## src/assert_macros.svh

```systemverilog
// assertion helpers used by the scheduler rtl
`ifndef ASSERT_MACROS_SVH
`define ASSERT_MACROS_SVH

// expression must hold at every clock edge out of reset
`define ASSERT_ALWAYS(lbl, expr, msg) \
    lbl: assert property (@(posedge clk) disable iff (!rst_n) (expr)) else $error(msg);

// consequent must hold in the same cycle as the antecedent
`define ASSERT_IMPLIES(lbl, ante, cons, msg) \
    lbl: assert property (@(posedge clk) disable iff (!rst_n) (ante) |-> (cons)) else $error(msg);

// consequent must hold in the cycle after the antecedent
`define ASSERT_NEXT(lbl, ante, cons, msg) \
    lbl: assert property (@(posedge clk) disable iff (!rst_n) (ante) |=> (cons)) else $error(msg);

`endif

```

## src/ptds_pkg.sv

```systemverilog
`timescale 1ns / 1ps

package ptds_pkg;

    // table sizes
    localparam int PRIO_SLOTS   = 4;
    localparam int COMMON_SLOTS = 8;
    localparam int ALL_SLOTS    = PRIO_SLOTS + COMMON_SLOTS;

    // index and count widths
    localparam int PW  = (PRIO_SLOTS > 1) ? $clog2(PRIO_SLOTS) : 1;
    localparam int PCW = $clog2(PRIO_SLOTS + 1);
    localparam int CW  = (COMMON_SLOTS > 1) ? $clog2(COMMON_SLOTS) : 1;
    localparam int CCW = $clog2(COMMON_SLOTS + 1);
    localparam int SW  = $clog2(ALL_SLOTS);
    localparam int QCW = $clog2(ALL_SLOTS + 1);

    // stream widths
    localparam int S_TDATA_W = 104;
    localparam int M_TDATA_W = 24;

    localparam logic [7:0] NEVER_EXPIRES = 8'hFF;

    // request types
    localparam logic [1:0] REQ_REGISTER   = 2'd0;
    localparam logic [1:0] REQ_UNREGISTER = 2'd1;
    localparam logic [1:0] REQ_DISPATCH   = 2'd2;

    // task classes
    localparam logic [1:0] CLASS_PRIO   = 2'd0;
    localparam logic [1:0] CLASS_COMMON = 2'd1;
    localparam logic [1:0] CLASS_IDLE   = 2'd2;

    // result kinds
    localparam logic [1:0] KIND_RUN    = 2'd0;
    localparam logic [1:0] KIND_STATUS = 2'd1;
    localparam logic [1:0] KIND_DONE   = 2'd2;

    // status codes
    localparam logic [1:0] ST_OK        = 2'd0;
    localparam logic [1:0] ST_FULL      = 2'd1;
    localparam logic [1:0] ST_NOT_FOUND = 2'd2;

    // slot flag bits
    localparam int FL_USED = 0;
    localparam int FL_ADD  = 1;
    localparam int FL_REM  = 2;
    localparam logic [2:0] FLAGS_NEW    = 3'b011;
    localparam logic [2:0] FLAGS_ACTIVE = 3'b001;
    localparam logic [2:0] FLAGS_FREE   = 3'b000;

    typedef struct packed {
        logic [1:0]  kind;
        logic [15:0] id;
        logic [1:0]  cls;
        logic [1:0]  status;
        logic        last;
    } result_t;

    typedef struct packed {
        logic [15:0] id;
        logic [31:0] period;
        logic [7:0]  rep;
        logic [31:0] last_run;
    } cmn_entry_t;

endpackage

```

## src/ptds_obuf.sv

```systemverilog
`timescale 1ns / 1ps

module ptds_obuf (
    input  logic              clk,
    input  logic              rst_n,
    input  logic              in_valid,
    output logic              in_ready,
    input  ptds_pkg::result_t in_item,
    output logic              out_valid,
    input  logic              out_ready,
    output ptds_pkg::result_t out_item
);
    import ptds_pkg::*;

    logic    valid_reg;
    result_t item_reg;

    // slot frees when empty or being drained this cycle
    assign in_ready  = !valid_reg || out_ready;
    assign out_valid = valid_reg;
    assign out_item  = item_reg;

    // occupancy
    always_ff @(posedge clk or negedge rst_n)
    begin
        if (!rst_n)
        begin
            valid_reg <= 1'b0;
        end
        else if (in_ready)
        begin
            valid_reg <= in_valid;
        end
    end

    // held item
    always_ff @(posedge clk)
    begin
        if (in_ready && in_valid)
        begin
            item_reg <= in_item;
        end
    end

endmodule

```

## src/periodic_task_dispatch_scheduler.sv

```systemverilog
`timescale 1ns / 1ps

// Periodic task scheduler. Register, unregister and dispatch requests enter
// on the s_ stream one at a time; results leave on the m_ stream through a
// one-item output register, so the last result may wait while the next
// request is taken. Output stalls hold each step that emits an item. A
// register request, and a priority or idle-class unregister, answer with a
// single status item. A common-class unregister scans the common slot memory
// slot by slot (read, then compare) before its status item. A dispatch emits
// one run item per priority task each time the priority list is walked
// (once, then once after every common task), reads and due-tests each common
// slot of the snapshot (a common run item leaves in the due test), sweeps
// every slot (ALL_SLOTS) for deferred removals, applies the queued adds in
// order, and ends with the idle and done steps. The common slot payload
// (id, period, repeat, last run) lives in a one-port synchronous memory with
// a registered read; no access pattern reads an entry in the cycle it is
// written.
module periodic_task_dispatch_scheduler (
    input  logic                           clk,
    input  logic                           rst_n,
    input  logic                           s_tvalid,
    output logic                           s_tready,
    // task_class, task_id, period, task_priority, repeat_count, now_ms
    input  logic [ptds_pkg::S_TDATA_W-1:0] s_tdata,
    // req_type
    input  logic [1:0]                     s_tuser,
    output logic                           m_tvalid,
    input  logic                           m_tready,
    // run_task_id, run_class, status
    output logic [ptds_pkg::M_TDATA_W-1:0] m_tdata,
    // result_kind
    output logic [1:0]                     m_tuser,
    output logic                           m_tlast
);
    import ptds_pkg::*;

`include "assert_macros.svh"

    localparam logic [3:0] S_IDLE  = 4'd0;
    localparam logic [3:0] S_REG   = 4'd1;
    localparam logic [3:0] S_UNR   = 4'd2;
    localparam logic [3:0] S_URD   = 4'd3;
    localparam logic [3:0] S_UCMP  = 4'd4;
    localparam logic [3:0] S_USTAT = 4'd5;
    localparam logic [3:0] S_PRIO  = 4'd6;
    localparam logic [3:0] S_CRD   = 4'd7;
    localparam logic [3:0] S_CCHK  = 4'd8;
    localparam logic [3:0] S_REM   = 4'd9;
    localparam logic [3:0] S_ADD   = 4'd10;
    localparam logic [3:0] S_IDL   = 4'd11;
    localparam logic [3:0] S_DONE  = 4'd12;

    logic [3:0] state_reg, state_next;

    // latched request
    logic [1:0]  rq_class_reg;
    logic [15:0] rq_id_reg;
    logic [31:0] rq_period_reg, rq_now_reg;
    logic [7:0]  rq_lvl_reg, rq_rep_reg;

    // priority table
    logic [15:0]  prio_ids_reg [PRIO_SLOTS];
    logic [15:0]  prio_ids_next [PRIO_SLOTS];
    logic [7:0]   prio_lvl_reg [PRIO_SLOTS];
    logic [7:0]   prio_lvl_next [PRIO_SLOTS];
    logic [PW-1:0] prio_ord_reg [PRIO_SLOTS];
    logic [PW-1:0] prio_ord_next [PRIO_SLOTS];
    logic [7:0]   prio_olv_reg [PRIO_SLOTS];
    logic [7:0]   prio_olv_next [PRIO_SLOTS];
    logic [PCW-1:0] prio_cnt_reg, prio_cnt_next;

    // common table, ordering part
    logic [7:0]   cmn_lvl_reg [COMMON_SLOTS];
    logic [7:0]   cmn_lvl_next [COMMON_SLOTS];
    logic [CW-1:0] cmn_ord_reg [COMMON_SLOTS];
    logic [CW-1:0] cmn_ord_next [COMMON_SLOTS];
    logic [7:0]   cmn_olv_reg [COMMON_SLOTS];
    logic [7:0]   cmn_olv_next [COMMON_SLOTS];
    logic [CCW-1:0] cmn_cnt_reg, cmn_cnt_next;

    // slot flags and pending add queue
    logic [2:0]    flags_reg [ALL_SLOTS];
    logic [2:0]    flags_next [ALL_SLOTS];
    logic [SW-1:0] q_reg [ALL_SLOTS];
    logic [SW-1:0] q_next [ALL_SLOTS];
    logic [QCW-1:0] qlen_reg, qlen_next;

    // idle slot
    logic        idle_valid_reg, idle_valid_next;
    logic [15:0] idle_id_reg, idle_id_next;

    // walk counters
    logic [CW-1:0]  snap_reg [COMMON_SLOTS];
    logic [CW-1:0]  snap_next [COMMON_SLOTS];
    logic [CCW-1:0] snap_cnt_reg, snap_cnt_next;
    logic [CCW-1:0] ci_reg, ci_next;
    logic [PCW-1:0] pk_reg, pk_next;
    logic [SW-1:0]  rs_reg, rs_next;
    logic [QCW-1:0] qk_reg, qk_next;
    logic [CW-1:0]  us_reg, us_next;
    logic           hit_reg, hit_next;

    // common slot memory
    cmn_entry_t    cmn_mem [COMMON_SLOTS];
    cmn_entry_t    rd_data_reg;
    logic          mem_we, mem_re;
    logic [CW-1:0] mem_waddr, mem_raddr;
    cmn_entry_t    mem_wdata;

    // list edit controls
    logic          p_rm, p_ins, c_rm, c_ins;
    logic [PW-1:0] p_slot;
    logic [CW-1:0] c_slot;
    logic [PRIO_SLOTS-1:0]   p_hit, p_gt, p_shift;
    logic [COMMON_SLOTS-1:0] c_hit, c_gt, c_shift;
    logic [PW-1:0]  p_ord_ed [PRIO_SLOTS];
    logic [7:0]     p_olv_ed [PRIO_SLOTS];
    logic [PCW-1:0] p_cnt_ed;
    logic [CW-1:0]  c_ord_ed [COMMON_SLOTS];
    logic [7:0]     c_olv_ed [COMMON_SLOTS];
    logic [CCW-1:0] c_cnt_ed;

    // free slot search and unregister hits
    logic          p_free_found, c_free_found;
    logic [PW-1:0] p_free;
    logic [CW-1:0] c_free;
    logic [PRIO_SLOTS-1:0] p_unr_hit;

    // output handoff
    logic    emit_valid, emit_ready;
    result_t emit_item, out_item;

    logic s_accept;
    assign s_tready = (state_reg == S_IDLE);
    assign s_accept = s_tvalid && s_tready;

    // free slot search and priority unregister match
    always_comb
    begin
        p_free_found = 1'b0;
        p_free       = '0;
        c_free_found = 1'b0;
        c_free       = '0;
        for (int s = 0; s < PRIO_SLOTS; s++)
        begin
            if (!p_free_found && !flags_reg[s][FL_USED])
            begin
                p_free_found = 1'b1;
                p_free       = PW'(s);
            end
            p_unr_hit[s] = flags_reg[s][FL_USED] && !flags_reg[s][FL_ADD]
                           && (prio_ids_reg[s] == rq_id_reg);
        end
        for (int s = 0; s < COMMON_SLOTS; s++)
        begin
            if (!c_free_found && !flags_reg[PRIO_SLOTS + s][FL_USED])
            begin
                c_free_found = 1'b1;
                c_free       = CW'(s);
            end
        end
    end

    // priority list edit: remove a slot or insert one in level order
    always_comb
    begin
        logic seen;
        logic prev_gt;
        seen    = 1'b0;
        prev_gt = 1'b1;
        for (int k = 0; k < PRIO_SLOTS; k++)
        begin
            p_hit[k]   = (PCW'(k) < prio_cnt_reg) && (prio_ord_reg[k] == p_slot);
            p_gt[k]    = (PCW'(k) < prio_cnt_reg) && (prio_olv_reg[k] > prio_lvl_reg[p_slot]);
            seen       = seen | p_hit[k];
            p_shift[k] = seen;
        end
        p_ord_ed = prio_ord_reg;
        p_olv_ed = prio_olv_reg;
        p_cnt_ed = prio_cnt_reg;
        if (p_rm)
        begin
            for (int k = 0; k < PRIO_SLOTS; k++)
            begin
                if (p_shift[k] && (k + 1 < PRIO_SLOTS))
                begin
                    p_ord_ed[k] = prio_ord_reg[(k + 1 < PRIO_SLOTS) ? k + 1 : k];
                    p_olv_ed[k] = prio_olv_reg[(k + 1 < PRIO_SLOTS) ? k + 1 : k];
                end
            end
            if (|p_hit)
            begin
                p_cnt_ed = prio_cnt_reg - PCW'(1);
            end
        end
        else if (p_ins)
        begin
            for (int k = 0; k < PRIO_SLOTS; k++)
            begin
                if (!p_gt[k])
                begin
                    if (prev_gt)
                    begin
                        p_ord_ed[k] = p_slot;
                        p_olv_ed[k] = prio_lvl_reg[p_slot];
                    end
                    else
                    begin
                        p_ord_ed[k] = prio_ord_reg[(k > 0) ? k - 1 : 0];
                        p_olv_ed[k] = prio_olv_reg[(k > 0) ? k - 1 : 0];
                    end
                end
                prev_gt = p_gt[k];
            end
            p_cnt_ed = prio_cnt_reg + PCW'(1);
        end
    end

    // common list edit
    always_comb
    begin
        logic seen;
        logic prev_gt;
        seen    = 1'b0;
        prev_gt = 1'b1;
        for (int k = 0; k < COMMON_SLOTS; k++)
        begin
            c_hit[k]   = (CCW'(k) < cmn_cnt_reg) && (cmn_ord_reg[k] == c_slot);
            c_gt[k]    = (CCW'(k) < cmn_cnt_reg) && (cmn_olv_reg[k] > cmn_lvl_reg[c_slot]);
            seen       = seen | c_hit[k];
            c_shift[k] = seen;
        end
        c_ord_ed = cmn_ord_reg;
        c_olv_ed = cmn_olv_reg;
        c_cnt_ed = cmn_cnt_reg;
        if (c_rm)
        begin
            for (int k = 0; k < COMMON_SLOTS; k++)
            begin
                if (c_shift[k] && (k + 1 < COMMON_SLOTS))
                begin
                    c_ord_ed[k] = cmn_ord_reg[(k + 1 < COMMON_SLOTS) ? k + 1 : k];
                    c_olv_ed[k] = cmn_olv_reg[(k + 1 < COMMON_SLOTS) ? k + 1 : k];
                end
            end
            if (|c_hit)
            begin
                c_cnt_ed = cmn_cnt_reg - CCW'(1);
            end
        end
        else if (c_ins)
        begin
            for (int k = 0; k < COMMON_SLOTS; k++)
            begin
                if (!c_gt[k])
                begin
                    if (prev_gt)
                    begin
                        c_ord_ed[k] = c_slot;
                        c_olv_ed[k] = cmn_lvl_reg[c_slot];
                    end
                    else
                    begin
                        c_ord_ed[k] = cmn_ord_reg[(k > 0) ? k - 1 : 0];
                        c_olv_ed[k] = cmn_olv_reg[(k > 0) ? k - 1 : 0];
                    end
                end
                prev_gt = c_gt[k];
            end
            c_cnt_ed = cmn_cnt_reg + CCW'(1);
        end
    end

    // sequencer
    always_comb
    begin
        logic [SW-1:0] fidx;
        logic [CW-1:0] cs;
        logic [SW-1:0] qs;
        logic          due;
        fidx = '0;
        cs   = '0;
        qs   = '0;
        due  = 1'b0;

        state_next      = state_reg;
        prio_ids_next   = prio_ids_reg;
        prio_lvl_next   = prio_lvl_reg;
        cmn_lvl_next    = cmn_lvl_reg;
        flags_next      = flags_reg;
        q_next          = q_reg;
        qlen_next       = qlen_reg;
        idle_valid_next = idle_valid_reg;
        idle_id_next    = idle_id_reg;
        snap_next       = snap_reg;
        snap_cnt_next   = snap_cnt_reg;
        ci_next         = ci_reg;
        pk_next         = pk_reg;
        rs_next         = rs_reg;
        qk_next         = qk_reg;
        us_next         = us_reg;
        hit_next        = hit_reg;

        emit_valid = 1'b0;
        emit_item  = '0;
        mem_we     = 1'b0;
        mem_waddr  = '0;
        mem_wdata  = rd_data_reg;
        mem_re     = 1'b0;
        mem_raddr  = '0;
        p_rm       = 1'b0;
        p_ins      = 1'b0;
        p_slot     = '0;
        c_rm       = 1'b0;
        c_ins      = 1'b0;
        c_slot     = '0;

        case (state_reg)
            S_IDLE:
            begin
                if (s_accept)
                begin
                    case (s_tuser)
                        REQ_REGISTER:   state_next = S_REG;
                        REQ_UNREGISTER: state_next = S_UNR;
                        REQ_DISPATCH:
                        begin
                            snap_next     = cmn_ord_reg;
                            snap_cnt_next = cmn_cnt_reg;
                            ci_next       = '0;
                            pk_next       = '0;
                            state_next    = S_PRIO;
                        end
                        default:        state_next = S_IDLE;
                    endcase
                end
            end

            // register: status item and table write in the same cycle
            S_REG:
            begin
                emit_valid     = 1'b1;
                emit_item.kind = KIND_STATUS;
                emit_item.last = 1'b1;
                case (rq_class_reg)
                    CLASS_PRIO:   emit_item.status = p_free_found ? ST_OK : ST_FULL;
                    CLASS_COMMON: emit_item.status = c_free_found ? ST_OK : ST_FULL;
                    CLASS_IDLE:   emit_item.status = idle_valid_reg ? ST_FULL : ST_OK;
                    default:      emit_item.status = ST_FULL;
                endcase
                if (emit_ready)
                begin
                    state_next = S_IDLE;
                    if (rq_class_reg == CLASS_PRIO && p_free_found)
                    begin
                        prio_ids_next[p_free]       = rq_id_reg;
                        prio_lvl_next[p_free]       = rq_lvl_reg;
                        flags_next[SW'(p_free)]     = FLAGS_NEW;
                        q_next[qlen_reg[SW-1:0]]    = SW'(p_free);
                        qlen_next                   = qlen_reg + QCW'(1);
                    end
                    else if (rq_class_reg == CLASS_COMMON && c_free_found)
                    begin
                        fidx                        = SW'(PRIO_SLOTS) + SW'(c_free);
                        cmn_lvl_next[c_free]        = rq_lvl_reg;
                        flags_next[fidx]            = FLAGS_NEW;
                        q_next[qlen_reg[SW-1:0]]    = fidx;
                        qlen_next                   = qlen_reg + QCW'(1);
                        mem_we                      = 1'b1;
                        mem_waddr                   = c_free;
                        mem_wdata.id                = rq_id_reg;
                        mem_wdata.period            = rq_period_reg;
                        mem_wdata.rep               = rq_rep_reg;
                        mem_wdata.last_run          = rq_now_reg;
                    end
                    else if (rq_class_reg == CLASS_IDLE && !idle_valid_reg)
                    begin
                        idle_valid_next = 1'b1;
                        idle_id_next    = rq_id_reg;
                    end
                end
            end

            // unregister: priority and idle answer at once, common scans memory
            S_UNR:
            begin
                if (rq_class_reg == CLASS_COMMON)
                begin
                    us_next    = '0;
                    hit_next   = 1'b0;
                    state_next = S_URD;
                end
                else
                begin
                    emit_valid     = 1'b1;
                    emit_item.kind = KIND_STATUS;
                    emit_item.last = 1'b1;
                    case (rq_class_reg)
                        CLASS_PRIO: emit_item.status = (|p_unr_hit) ? ST_OK : ST_NOT_FOUND;
                        CLASS_IDLE:
                        begin
                            emit_item.status = (idle_valid_reg && idle_id_reg == rq_id_reg)
                                               ? ST_OK : ST_NOT_FOUND;
                        end
                        default:    emit_item.status = ST_NOT_FOUND;
                    endcase
                    if (emit_ready)
                    begin
                        state_next = S_IDLE;
                        if (rq_class_reg == CLASS_PRIO)
                        begin
                            for (int s = 0; s < PRIO_SLOTS; s++)
                            begin
                                if (p_unr_hit[s])
                                begin
                                    flags_next[s][FL_REM] = 1'b1;
                                end
                            end
                        end
                        else if (rq_class_reg == CLASS_IDLE && idle_valid_reg
                                 && idle_id_reg == rq_id_reg)
                        begin
                            idle_valid_next = 1'b0;
                        end
                    end
                end
            end

            S_URD:
            begin
                mem_re     = 1'b1;
                mem_raddr  = us_reg;
                state_next = S_UCMP;
            end

            // mark every listed copy with a matching id
            S_UCMP:
            begin
                fidx = SW'(PRIO_SLOTS) + SW'(us_reg);
                if (flags_reg[fidx][FL_USED] && !flags_reg[fidx][FL_ADD]
                    && rd_data_reg.id == rq_id_reg)
                begin
                    flags_next[fidx][FL_REM] = 1'b1;
                    hit_next                 = 1'b1;
                end
                if (us_reg == CW'(COMMON_SLOTS - 1))
                begin
                    state_next = S_USTAT;
                end
                else
                begin
                    us_next    = us_reg + CW'(1);
                    state_next = S_URD;
                end
            end

            S_USTAT:
            begin
                emit_valid       = 1'b1;
                emit_item.kind   = KIND_STATUS;
                emit_item.status = hit_reg ? ST_OK : ST_NOT_FOUND;
                emit_item.last   = 1'b1;
                if (emit_ready)
                begin
                    state_next = S_IDLE;
                end
            end

            // one run item per priority task
            S_PRIO:
            begin
                if (pk_reg < prio_cnt_reg)
                begin
                    emit_valid     = 1'b1;
                    emit_item.kind = KIND_RUN;
                    emit_item.id   = prio_ids_reg[prio_ord_reg[pk_reg[PW-1:0]]];
                    emit_item.cls  = CLASS_PRIO;
                    if (emit_ready)
                    begin
                        pk_next = pk_reg + PCW'(1);
                    end
                end
                else
                begin
                    state_next = S_CRD;
                end
            end

            // fetch next common task of the snapshot
            S_CRD:
            begin
                if (ci_reg == snap_cnt_reg)
                begin
                    rs_next    = '0;
                    state_next = S_REM;
                end
                else
                begin
                    mem_re     = 1'b1;
                    mem_raddr  = snap_reg[ci_reg[CW-1:0]];
                    state_next = S_CCHK;
                end
            end

            // due test, run item and repeat bookkeeping
            S_CCHK:
            begin
                cs   = snap_reg[ci_reg[CW-1:0]];
                fidx = SW'(PRIO_SLOTS) + SW'(cs);
                due  = flags_reg[fidx][FL_USED]
                       && ((rq_now_reg - rd_data_reg.last_run) >= rd_data_reg.period);
                if (due)
                begin
                    emit_valid     = 1'b1;
                    emit_item.kind = KIND_RUN;
                    emit_item.id   = rd_data_reg.id;
                    emit_item.cls  = CLASS_COMMON;
                end
                if (!due || emit_ready)
                begin
                    ci_next    = ci_reg + CCW'(1);
                    pk_next    = '0;
                    state_next = S_PRIO;
                    if (due)
                    begin
                        if (rd_data_reg.rep == 8'd0)
                        begin
                            c_rm             = 1'b1;
                            c_slot           = cs;
                            flags_next[fidx] = FLAGS_FREE;
                        end
                        else
                        begin
                            mem_we             = 1'b1;
                            mem_waddr          = cs;
                            mem_wdata.last_run = rq_now_reg;
                            if (rd_data_reg.rep != NEVER_EXPIRES)
                            begin
                                mem_wdata.rep = rd_data_reg.rep - 8'd1;
                            end
                        end
                    end
                end
            end

            // deferred removals, one slot a cycle
            S_REM:
            begin
                if (flags_reg[rs_reg][FL_REM])
                begin
                    if (rs_reg < SW'(PRIO_SLOTS))
                    begin
                        p_rm   = 1'b1;
                        p_slot = PW'(rs_reg);
                    end
                    else
                    begin
                        c_rm   = 1'b1;
                        c_slot = CW'(rs_reg - SW'(PRIO_SLOTS));
                    end
                    flags_next[rs_reg] = FLAGS_FREE;
                end
                if (rs_reg == SW'(ALL_SLOTS - 1))
                begin
                    qk_next    = '0;
                    state_next = S_ADD;
                end
                else
                begin
                    rs_next = rs_reg + SW'(1);
                end
            end

            // deferred adds in request order
            S_ADD:
            begin
                if (qk_reg == qlen_reg)
                begin
                    qlen_next  = '0;
                    state_next = S_IDL;
                end
                else
                begin
                    qs = q_reg[qk_reg[SW-1:0]];
                    if (flags_reg[qs][FL_ADD])
                    begin
                        if (qs < SW'(PRIO_SLOTS))
                        begin
                            p_ins  = 1'b1;
                            p_slot = PW'(qs);
                        end
                        else
                        begin
                            c_ins  = 1'b1;
                            c_slot = CW'(qs - SW'(PRIO_SLOTS));
                        end
                        flags_next[qs] = FLAGS_ACTIVE;
                    end
                    qk_next = qk_reg + QCW'(1);
                end
            end

            S_IDL:
            begin
                if (idle_valid_reg)
                begin
                    emit_valid     = 1'b1;
                    emit_item.kind = KIND_RUN;
                    emit_item.id   = idle_id_reg;
                    emit_item.cls  = CLASS_IDLE;
                end
                if (!idle_valid_reg || emit_ready)
                begin
                    state_next = S_DONE;
                end
            end

            S_DONE:
            begin
                emit_valid     = 1'b1;
                emit_item.kind = KIND_DONE;
                emit_item.last = 1'b1;
                if (emit_ready)
                begin
                    state_next = S_IDLE;
                end
            end

            default:
            begin
                state_next = S_IDLE;
            end
        endcase
    end

    // control state
    always_ff @(posedge clk or negedge rst_n)
    begin
        if (!rst_n)
        begin
            state_reg      <= S_IDLE;
            prio_ord_reg   <= '{default: '0};
            prio_olv_reg   <= '{default: '0};
            prio_cnt_reg   <= '0;
            cmn_ord_reg    <= '{default: '0};
            cmn_olv_reg    <= '{default: '0};
            cmn_cnt_reg    <= '0;
            flags_reg      <= '{default: '0};
            q_reg          <= '{default: '0};
            qlen_reg       <= '0;
            idle_valid_reg <= 1'b0;
            snap_cnt_reg   <= '0;
            ci_reg         <= '0;
            pk_reg         <= '0;
            rs_reg         <= '0;
            qk_reg         <= '0;
            us_reg         <= '0;
            hit_reg        <= 1'b0;
        end
        else
        begin
            state_reg      <= state_next;
            prio_ord_reg   <= p_ord_ed;
            prio_olv_reg   <= p_olv_ed;
            prio_cnt_reg   <= p_cnt_ed;
            cmn_ord_reg    <= c_ord_ed;
            cmn_olv_reg    <= c_olv_ed;
            cmn_cnt_reg    <= c_cnt_ed;
            flags_reg      <= flags_next;
            q_reg          <= q_next;
            qlen_reg       <= qlen_next;
            idle_valid_reg <= idle_valid_next;
            snap_cnt_reg   <= snap_cnt_next;
            ci_reg         <= ci_next;
            pk_reg         <= pk_next;
            rs_reg         <= rs_next;
            qk_reg         <= qk_next;
            us_reg         <= us_next;
            hit_reg        <= hit_next;
        end
    end

    // payload registers
    always_ff @(posedge clk)
    begin
        prio_ids_reg <= prio_ids_next;
        prio_lvl_reg <= prio_lvl_next;
        cmn_lvl_reg  <= cmn_lvl_next;
        idle_id_reg  <= idle_id_next;
        snap_reg     <= snap_next;
        if (s_accept)
        begin
            rq_class_reg  <= s_tdata[1:0];
            rq_id_reg     <= s_tdata[17:2];
            rq_period_reg <= s_tdata[49:18];
            rq_lvl_reg    <= s_tdata[57:50];
            rq_rep_reg    <= s_tdata[65:58];
            rq_now_reg    <= s_tdata[97:66];
        end
    end

    // common slot memory, registered read
    always_ff @(posedge clk)
    begin
        if (mem_we)
        begin
            cmn_mem[mem_waddr] <= mem_wdata;
        end
        if (mem_re)
        begin
            rd_data_reg <= cmn_mem[mem_raddr];
        end
    end

    ptds_obuf u_obuf (
        .clk       (clk),
        .rst_n     (rst_n),
        .in_valid  (emit_valid),
        .in_ready  (emit_ready),
        .in_item   (emit_item),
        .out_valid (m_tvalid),
        .out_ready (m_tready),
        .out_item  (out_item)
    );

    // stream packing
    assign m_tdata = {4'd0, out_item.status, out_item.cls, out_item.id};
    assign m_tuser = out_item.kind;
    assign m_tlast = out_item.last;

    `ASSERT_ALWAYS(a_prio_cnt_range, prio_cnt_reg <= PCW'(PRIO_SLOTS),
        "priority list longer than its table")
    `ASSERT_ALWAYS(a_qlen_range, qlen_reg <= QCW'(ALL_SLOTS),
        "pending add queue overflow")
    `ASSERT_IMPLIES(a_done_last, emit_valid && emit_item.kind == KIND_DONE, emit_item.last,
        "done item without last")
    `ASSERT_NEXT(a_add_drains_queue, state_reg == S_ADD && qk_reg == qlen_reg,
        qlen_reg == '0, "pending queue not emptied after add phase")

endmodule

```

## config.mk

```make
export PLATFORM = sky130hd
export DESIGN_NAME = periodic_task_dispatch_scheduler
export DESIGN_NICKNAME = d
export VERILOG_FILES = /design/src/ptds_pkg.sv /design/src/ptds_obuf.sv /design/src/periodic_task_dispatch_scheduler.sv
export VERILOG_INCLUDE_DIRS = /design/src /design/src/src
export SDC_FILE = /design/constraint.sdc
export NUM_CORES = 2
export LEC_CHECK = 0
export BUFFER_PORTS_ARGS = -buffer_cell sky130_fd_sc_hd__buf_4
export CELL_PAD_IN_SITES_DETAIL_PLACEMENT = 1
export CELL_PAD_IN_SITES_GLOBAL_PLACEMENT = 1
export CORE_MARGIN = 3
export CORE_UTILIZATION = 25
export CTS_BUF_LIST = sky130_fd_sc_hd__clkbuf_4 sky130_fd_sc_hd__clkbuf_8
export DETAILED_ROUTE_END_ITERATION = 8
export GPL_TIMING_DRIVEN = 0
export PLACE_DENSITY = 0.55
export SETUP_SLACK_MARGIN = 0.5
export SYNTH_ARGS = -nofsm -noshare
export SYNTH_HDL_FRONTEND = slang
export SYNTH_SLANG_ARGS = --single-unit
export TNS_END_PERCENT = 30
```

## constraint.sdc

```tcl
create_clock -name clk -period 17.5 [get_ports clk]
set_clock_uncertainty 0.2 [all_clocks]
set_input_delay 0.875 -clock clk [delete_from_list [all_inputs] [get_ports clk]]
set_output_delay 0.875 -clock clk [all_outputs]
set_load 0.005 [all_outputs]
```

# Yosys cells after proc, flatten, opt, wreduce, memory -nomap -nowiden

Memory sizes are Yosys's and may differ from the RTL's. A register that Yosys moved wholly into a read port is not among the register bits.
Cells that the tools add are included.

Memories: 1
Word-level logic and storage cells: 775
Register bits after elaboration: 573
Output and inout bits: 29
Bits of input ports: 110
RAM bits: 704

Memories:

| memory  | words | width | rd ports | clocked after memory_dff | wr ports | line                                    | text |
|---|---|---|---|---|---|---|---|
| cmn_mem | 8     | 88    | 1        | 1                        | 1        | periodic_task_dispatch_scheduler.sv:104 | `cmn_entry_t cmn_mem [COMMON_SLOTS];` |

Eq/ne operators: 94
Add/subtract/negate cells: 17
Bitwise logic cells: 43
Muxes and demuxes: 322
$lt $le $gt $ge: 52
Reductions and logical operators: 145

Operators by type and width:

| kind                 | count |
|---|---|
| $mux W36             | 10 |
| $mux W8              | 40 |
| $mux W88             | 3 |
| $mux W3              | 63 |
| $mux W48             | 3 |
| $pmux W26 S5         | 1 |
| $bwmux W64           | 2 |
| $mux W40             | 3 |
| $mux W4              | 25 |
| $bwmux W48           | 2 |
| $eq A16 B16 Y1       | 6 |
| $gt A8 B8 Y1         | 12 |
| $ne A2 B2 Y1 const B | 40 |
| $pmux W40 S2         | 1 |
| $mux W1              | 76 |
| $and A36 B36 Y36     | 2 |
| $demux W3 S4         | 6 |
| $not A36 Y36         | 2 |
| $mux W64             | 1 |
| $logic_and A1 B1 Y1  | 62 |
| $reduce_and A3 Y1    | 19 |
| $mux W2              | 28 |
| $mux W56             | 1 |
| $reduce_and A14 Y1   | 4 |
| 98 further kinds     | 261 |

# Logic depth before layout (Yosys ltp)

Word-level depth: 33
Mapped depth: 43
Gate-level depth less buffers: 40

# Modules after synthesis

A second synthesis with hierarchy kept.

Cells, all modules: 4695
Area, all modules: 63375.8 um2

By module, submodules not included:

| module                           | area each (um2) | times used | cells each |
|---|---|---|---|
| periodic_task_dispatch_scheduler | 62631.3         | 1          | 4668 |
| ptds_obuf                        | 744.5           | 1          | 27 |

# Worst setup path after synthesis

No wires, ideal clock.

Path type: flip-flop to flip-flop
Start: register rq_now_reg[0]
End: memory cmn_mem[6][0] in the netlist's numbering, enable pin
Data arrival time: 11.361 ns
Cell stages (with the launch flop): 29
Setup time: 0.642 ns
Setup slack: 5.297 ns
Path buffers: 1
Cell sequence: edfxtp_1 inv_1 ha_1 inv_1 fa_1 a21o_1 a21oi_1 o21ai_0 a2111oi_0 o31ai_1 a21oi_1 nor4_1 o31ai_1 nor3_1 o31a_1 nor2_1 xnor2_1 ha_1 nand4_1 nor2_1 and3_1 o311a_1 nor2_1 or2_2 nor2_1 and2_1 clkbuf_1 o21ai_0 nor3_1

Longest elaborated chain between the ends: 9
Elaborated cells on any way between the ends: 13

RTL lines:

| item                          | line                                    | text |
|---|---|---|
| start: declaration            | periodic_task_dispatch_scheduler.sv:58  | `logic [31:0] rq_period_reg, rq_now_reg;` |
| start signal: assignment      | periodic_task_dispatch_scheduler.sv:698 | `rq_now_reg <= s_tdata[97:66];` |
| $sub A32 B32 Y32 *            | periodic_task_dispatch_scheduler.sv:511 | `&& ((rq_now_reg - rd_data_reg.last_run) >= rd_data_reg.period);` |
| $ge A32 B32 Y1 *              | periodic_task_dispatch_scheduler.sv:511 |  |
| $logic_and A1 B1 Y1 *         | periodic_task_dispatch_scheduler.sv:511 |  |
| $logic_not A1 Y1              | periodic_task_dispatch_scheduler.sv:519 | `if (!due \|\| emit_ready)` |
| $logic_or A1 B1 Y1            | periodic_task_dispatch_scheduler.sv:519 |  |
| $mux W1                       | periodic_task_dispatch_scheduler.sv:519 |  |
| $pmux W1 S2                   | periodic_task_dispatch_scheduler.sv:318 | `case (state_reg)` |
| $mux W1                       | periodic_task_dispatch_scheduler.sv:705 | `if (mem_we)` |
| $mux W1 (implied by the code) | periodic_task_dispatch_scheduler.sv:707 | `cmn_mem[mem_waddr] <= mem_wdata;` |
| end: declaration              | periodic_task_dispatch_scheduler.sv:104 |  |

Every way passes the cells marked *; elsewhere a longest branch is shown, timed or not.

# Worst setup path in the final report

Start: register rq_now_reg[0]
End: register cmn_olv_reg[13] in the netlist's numbering

Longest elaborated chain between the ends: 17
Elaborated cells on any way between the ends: 47

RTL lines:

| item                                                                       | line                                                                                                                      | text |
|---|---|---|
| $sub A32 B32 Y32 *                                                         | periodic_task_dispatch_scheduler.sv:511                                                                                   |  |
| $ge A32 B32 Y1 *                                                           | periodic_task_dispatch_scheduler.sv:511                                                                                   |  |
| $logic_and A1 B1 Y1 *                                                      | periodic_task_dispatch_scheduler.sv:511                                                                                   |  |
| $logic_not A1 Y1                                                           | periodic_task_dispatch_scheduler.sv:519                                                                                   |  |
| $logic_or A1 B1 Y1                                                         | periodic_task_dispatch_scheduler.sv:519                                                                                   |  |
| $mux W3                                                                    | periodic_task_dispatch_scheduler.sv:519                                                                                   |  |
| $pmux W3 S3                                                                | periodic_task_dispatch_scheduler.sv:318                                                                                   |  |
| $not A3 Y4 (implied by the code) or $eq A3 B3 Y1 (tied branches)           | periodic_task_dispatch_scheduler.sv:229, periodic_task_dispatch_scheduler.sv:260, periodic_task_dispatch_scheduler.sv:228 |  |
| $bmux W8 S3 or $logic_and A1 B1 Y1 (tied branches)                         | periodic_task_dispatch_scheduler.sv:229, periodic_task_dispatch_scheduler.sv:260, periodic_task_dispatch_scheduler.sv:228 |  |
| $mux W8 (implied by the code) or $or A1 B1 Y1 (tied branches) (2 in a row) | periodic_task_dispatch_scheduler.sv:229, periodic_task_dispatch_scheduler.sv:260, periodic_task_dispatch_scheduler.sv:230 |  |
| $gt A8 B8 Y1 or $or A1 B1 Y1 (tied branches)                               | periodic_task_dispatch_scheduler.sv:229, periodic_task_dispatch_scheduler.sv:230                                          |  |
| $logic_and A1 B1 Y1 or $or A1 B1 Y1 (tied branches)                        | periodic_task_dispatch_scheduler.sv:229, periodic_task_dispatch_scheduler.sv:230                                          |  |
| $mux W8 or $or A1 B1 Y1 (tied branches)                                    | periodic_task_dispatch_scheduler.sv:257, periodic_task_dispatch_scheduler.sv:230                                          |  |
| $mux W8 or $or A1 B1 Y1 (tied branches)                                    | periodic_task_dispatch_scheduler.sv:255, periodic_task_dispatch_scheduler.sv:230                                          |  |
| $mux W64 or $ne A2 B1 Y1 (tied branches)                                   | -                                                                                                                         |  |
| $mux W56 or $reduce_and A3 Y1 (tied branches)                              | -                                                                                                                         |  |
| end signal: assignment                                                     | periodic_task_dispatch_scheduler.sv:667                                                                                   | `cmn_olv_reg <= c_olv_ed;` |
| end: declaration                                                           | periodic_task_dispatch_scheduler.sv:77                                                                                    | `logic [7:0] cmn_olv_reg [COMMON_SLOTS];` |

Every way passes the cells marked *; elsewhere a longest branch is shown, timed or not. The select of a mux whose other input is x is not followed.
A chain may end at the register's enable or synchronous reset.

==> summary.txt <==
Detailed routing
  – Top sig layer: met4
  – Routed via count: 47791
  – Post-route ant nets: 0
  – Drc violations: 0
  – Final wirelength: 235000 um
  – Detailed Route Iter0 Violations: 3569
  – DR vias/cell: 4.93
  – WL per Instance: 24.2 um
  – Met2 WL: 110000 um
  – DR pass1 iterations: 6
  – WL met1: 108000 um
  – Met3 wire len: 10300 um

Global routing
  – Largest net degree at the start of global routing: 107
  – Vias in the first global route: 50022
  – GRT overflow: 0
  – Initial antenna violation count: 9
  – First-pass GRT wire length: 343000 um
  – GRT Resource Usage Total: 17.3%

Timing
  – Slew @ Worst Pin: 1540 ps
  – RSZ-0062 raised after global routing: false
  – Slew Limit Fails: 7
  – Hold violation count in the final report: 0
  – Tcrit/Tclk final: 67.7%
  – Final worst slack: 5650 ps
  – Final setup fails: 0
  – Min cycle time layout: 11850 ps
  – FMAX: 84.4 MHz
  – Sum Neg Setup Slack: 0 ps
  – Relative slew slack: -4.09%

Setup path
  – Crit-path max cell delay: 840 ps
  – R2R depth: 38
  – Worst setup SP type: register
  – RR Endpoint: cmn_olv_reg[13]$_DFFE_PN0P_
  – CP delay by family, top: compound AO/OA/AOI/OAI gates
  – Worst R2R Start: rq_now_reg[0]$_DFFE_PP_
  – Worst setup startpoint: rq_now_reg[0]$_DFFE_PP_
  – Worst path required time: 18150 ps
  – CP Class: reg2reg
  – Critical Path AT: 12490 ps
  – Most used cell, CP: a21oi_1
  – Crit end category: register
  – Setup slack, reg-to-reg: 5650 ps
  – Crit Path Max Fanout: 15
  – CP Buf/Inv Count: 5
  – Worst path slowest cell: nor2_2

Synthesis
  – Synthesized area: 64600 sq um
  – Yosys reg bits: 1365
  – Synth warnings: 0
  – Post-synth ARST share: 18.5%
  – Cell count after synthesis: 5602
  – Leading area contributor after synthesis: edfxtp_1
  – Most frequent cell after synthesis: edfxtp_1
  – Sequential-to-total area share from yosys stat: 61.5%
  – EDFF count, synth: 1113
  – Synth area leaders: edfxtp_1, dfrtp_1, nand2_1
  – Top-area cell type share of the netlist area: 51.7%
  – Syn avg cell area: 11.5 sq um
  – Top cells by count, synth: edfxtp_1, nand2_1, nor2_1
  – Synth Flop Type: edfxtp_1
  – Post-synth cell types: 105

Power and ir drop
  – Sw Ratio: 36.8%
  – P_int: 0.00651 W
  – LEAKAGE: 27.9 nW
  – Psw: 0.00379 W
  – Power share of the clock group: 28.8%
  – PD cells: 134 nW/um^2
  – Power share of the sequential group: 41.9%
  – IR drop worst, VDD: 0.0823 mV
  – Combinational Power Share: 29.2%

Clock tree
  – Hold bufs inserted after CTS: 99
  – Post-CTS Setup Bufs: 0
  – Insertion delay to the later sink of the worst-skew pair: 980 ps
  – Clk sinks: 1365
  – Clock Path Buffers: 3
  – CTS Buf Count: 229
  – Htree depth: 4
  – CTS tree: done
  – Clock transition at path regs: 70 ps
  – Post-CTS resize count: 0
  – Root Buffer: clkbuf_8

Floorplan
  – Boundary Pins: 139
  – Die Span Y: 514 um
  – Core Region: 256000 sq um
  – Total die area: 265000 sq um
  – Rows: 185
  – Initial core utilization: 25.3%
  – Die width: 514 um

Placed design
  – Cell count after placement: 9167
  – Placer Congestion: 0.844
  – DP Wirelength: 167000 um
  – I/O Buffers: 128
  – Setup slack at placement: 5730 ps

Final layout
  – Area Overhead vs Synth: 18.9%
  – Largest register FFs: 704
  – Fraction of layout cells with a size suffix above 1: 13.4%
  – Final nets: 6432
  – Post-Layout Cell Count: 9703

Run status
  – Violated checks: max-capacitance violations, max-slew violations
  – Run status: finished with violations

Job
  – Max Cap Viol: 1

Min path
  – Hold crit path type: in2async
## worst max path at each step
| stage | endpoint | slack [ps] | depth (start not counted) |
|---|---|---|---|
| 6_report | cmn_olv_reg[13]$_DFFE_PN0P_ | 5650 | 38 |
| 5_1_grt | cmn_ord_reg[9]$_DFFE_PN0P_ | 4900 | 42 |
| 3_3_place_gp | cmn_mem[6][7]$_DFFE_PP_ | -4970 | 28 |
| 3_5_place_dp | cmn_olv_reg[13]$_DFFE_PN0P_ | 5730 | 38 |
| 4_1_cts | cmn_olv_reg[13]$_DFFE_PN0P_ | 5680 | 38 |
| 2_1_floorplan | cmn_mem[6][0]$_DFFE_PP_ | 5300 | 28 |
## kinds of logic after synthesis
group	synth area share, %
buf+inv	3.32
mux	4.25
fa+ha+maj	3.71
other cells	0.00581
compound gates	10.3
flops	61.5
simple gates	14.6
xor+xnor	2.30
## worst reg2reg max path: cells and delay by family, from the launching register on
family	cells	cell delay (ps)
buf+inv	5	1250
fa+ha+maj	4	1380
flops	1	490
xor+xnor	1	170
compound gates	19	6110
simple gates	9	2130
## metal layers
layer	track usage [%]	vias to the layer above
met1	24.0	24628
met5	0	-
met4	4.23	0
met2	28.5	1162
met3	2.39	336
li1	-	21665
## power by group through the flow
| stage | sequential [W] | clock [W] | combinational (W) |
|---|---|---|---|
| 2_1_floorplan | 0.00423 | 0 | 0.00176 |
| 3_3_place_gp | 0.00441 | 0 | 0.00288 |
| 3_5_place_dp | 0.00437 | 0 | 0.00300 |
| 4_1_cts | 0.00431 | 0.00305 | 0.00303 |
| 5_1_grt | 0.00435 | 0.00320 | 0.00329 |
| 6_report | 0.00432 | 0.00297 | 0.00301 |
## stage by stage
stage | hold slack (ps) | area (sq um) | total power [W] | util, %
floorplan | 244 | 64600 | 0.00599 | -
finish | 228 | 76800 | 0.0103 | 30.1
CTS | 156 | 76800 | 0.0104 | 30.0
detailed placement | 271 | 71100 | 0.00737 | 27.8
global route | 194 | 76800 | 0.0108 | 30.0
global placement | 258 | 69800 | 0.00729 | 27.3
## final cells by class
cell class	instances	area [sq um]
Antenna cell	5	12.5
Buffer	341	1430
Clock buffer	332	4040
Clock inverter	100	656
Fill cell	28474	179000
Inverter	190	713
Multi-Input combinational cell	3709	22900
Sequential cell	1365	39700
Tap cell	3366	4210
Timing Repair Buffer	295	3120
## layout by cell type, fill, tap and decap left out, types with 25 or more instances in the layout
master / Yosys / final
dlygate4sd3_1: 0 / 99
dfrtp_1: 252 / 252
mux2i_1: 54 / 54
clkinv_1: 0 / 56
buf_6: 10 / 35
buf_4: 8 / 138
inv_1: 190 / 190
nand3_1: 300 / 300
a211o_1: 25 / 25
clkbuf_1: 266 / 264
nor2_1: 492 / 484
a21oi_1: 239 / 236
clkinv_2: 0 / 28
clkbuf_8: 0 / 248
xnor2_1: 104 / 104
nand2b_1: 36 / 36
nand4_1: 63 / 63
a21o_1: 45 / 45
o21ai_0: 376 / 375
mux4_2: 35 / 35
nor3_1: 348 / 340
a211oi_1: 64 / 64
edfxtp_1: 1113 / 1113
ha_1: 190 / 190
clkbuf_4: 0 / 84
nand2_1: 713 / 713
mux2_2: 106 / 106
buf_1: 32 / 32
buf_12: 1 / 25
xor2_1: 66 / 66
No activity file was read; power rests on OpenSTA's default activity.
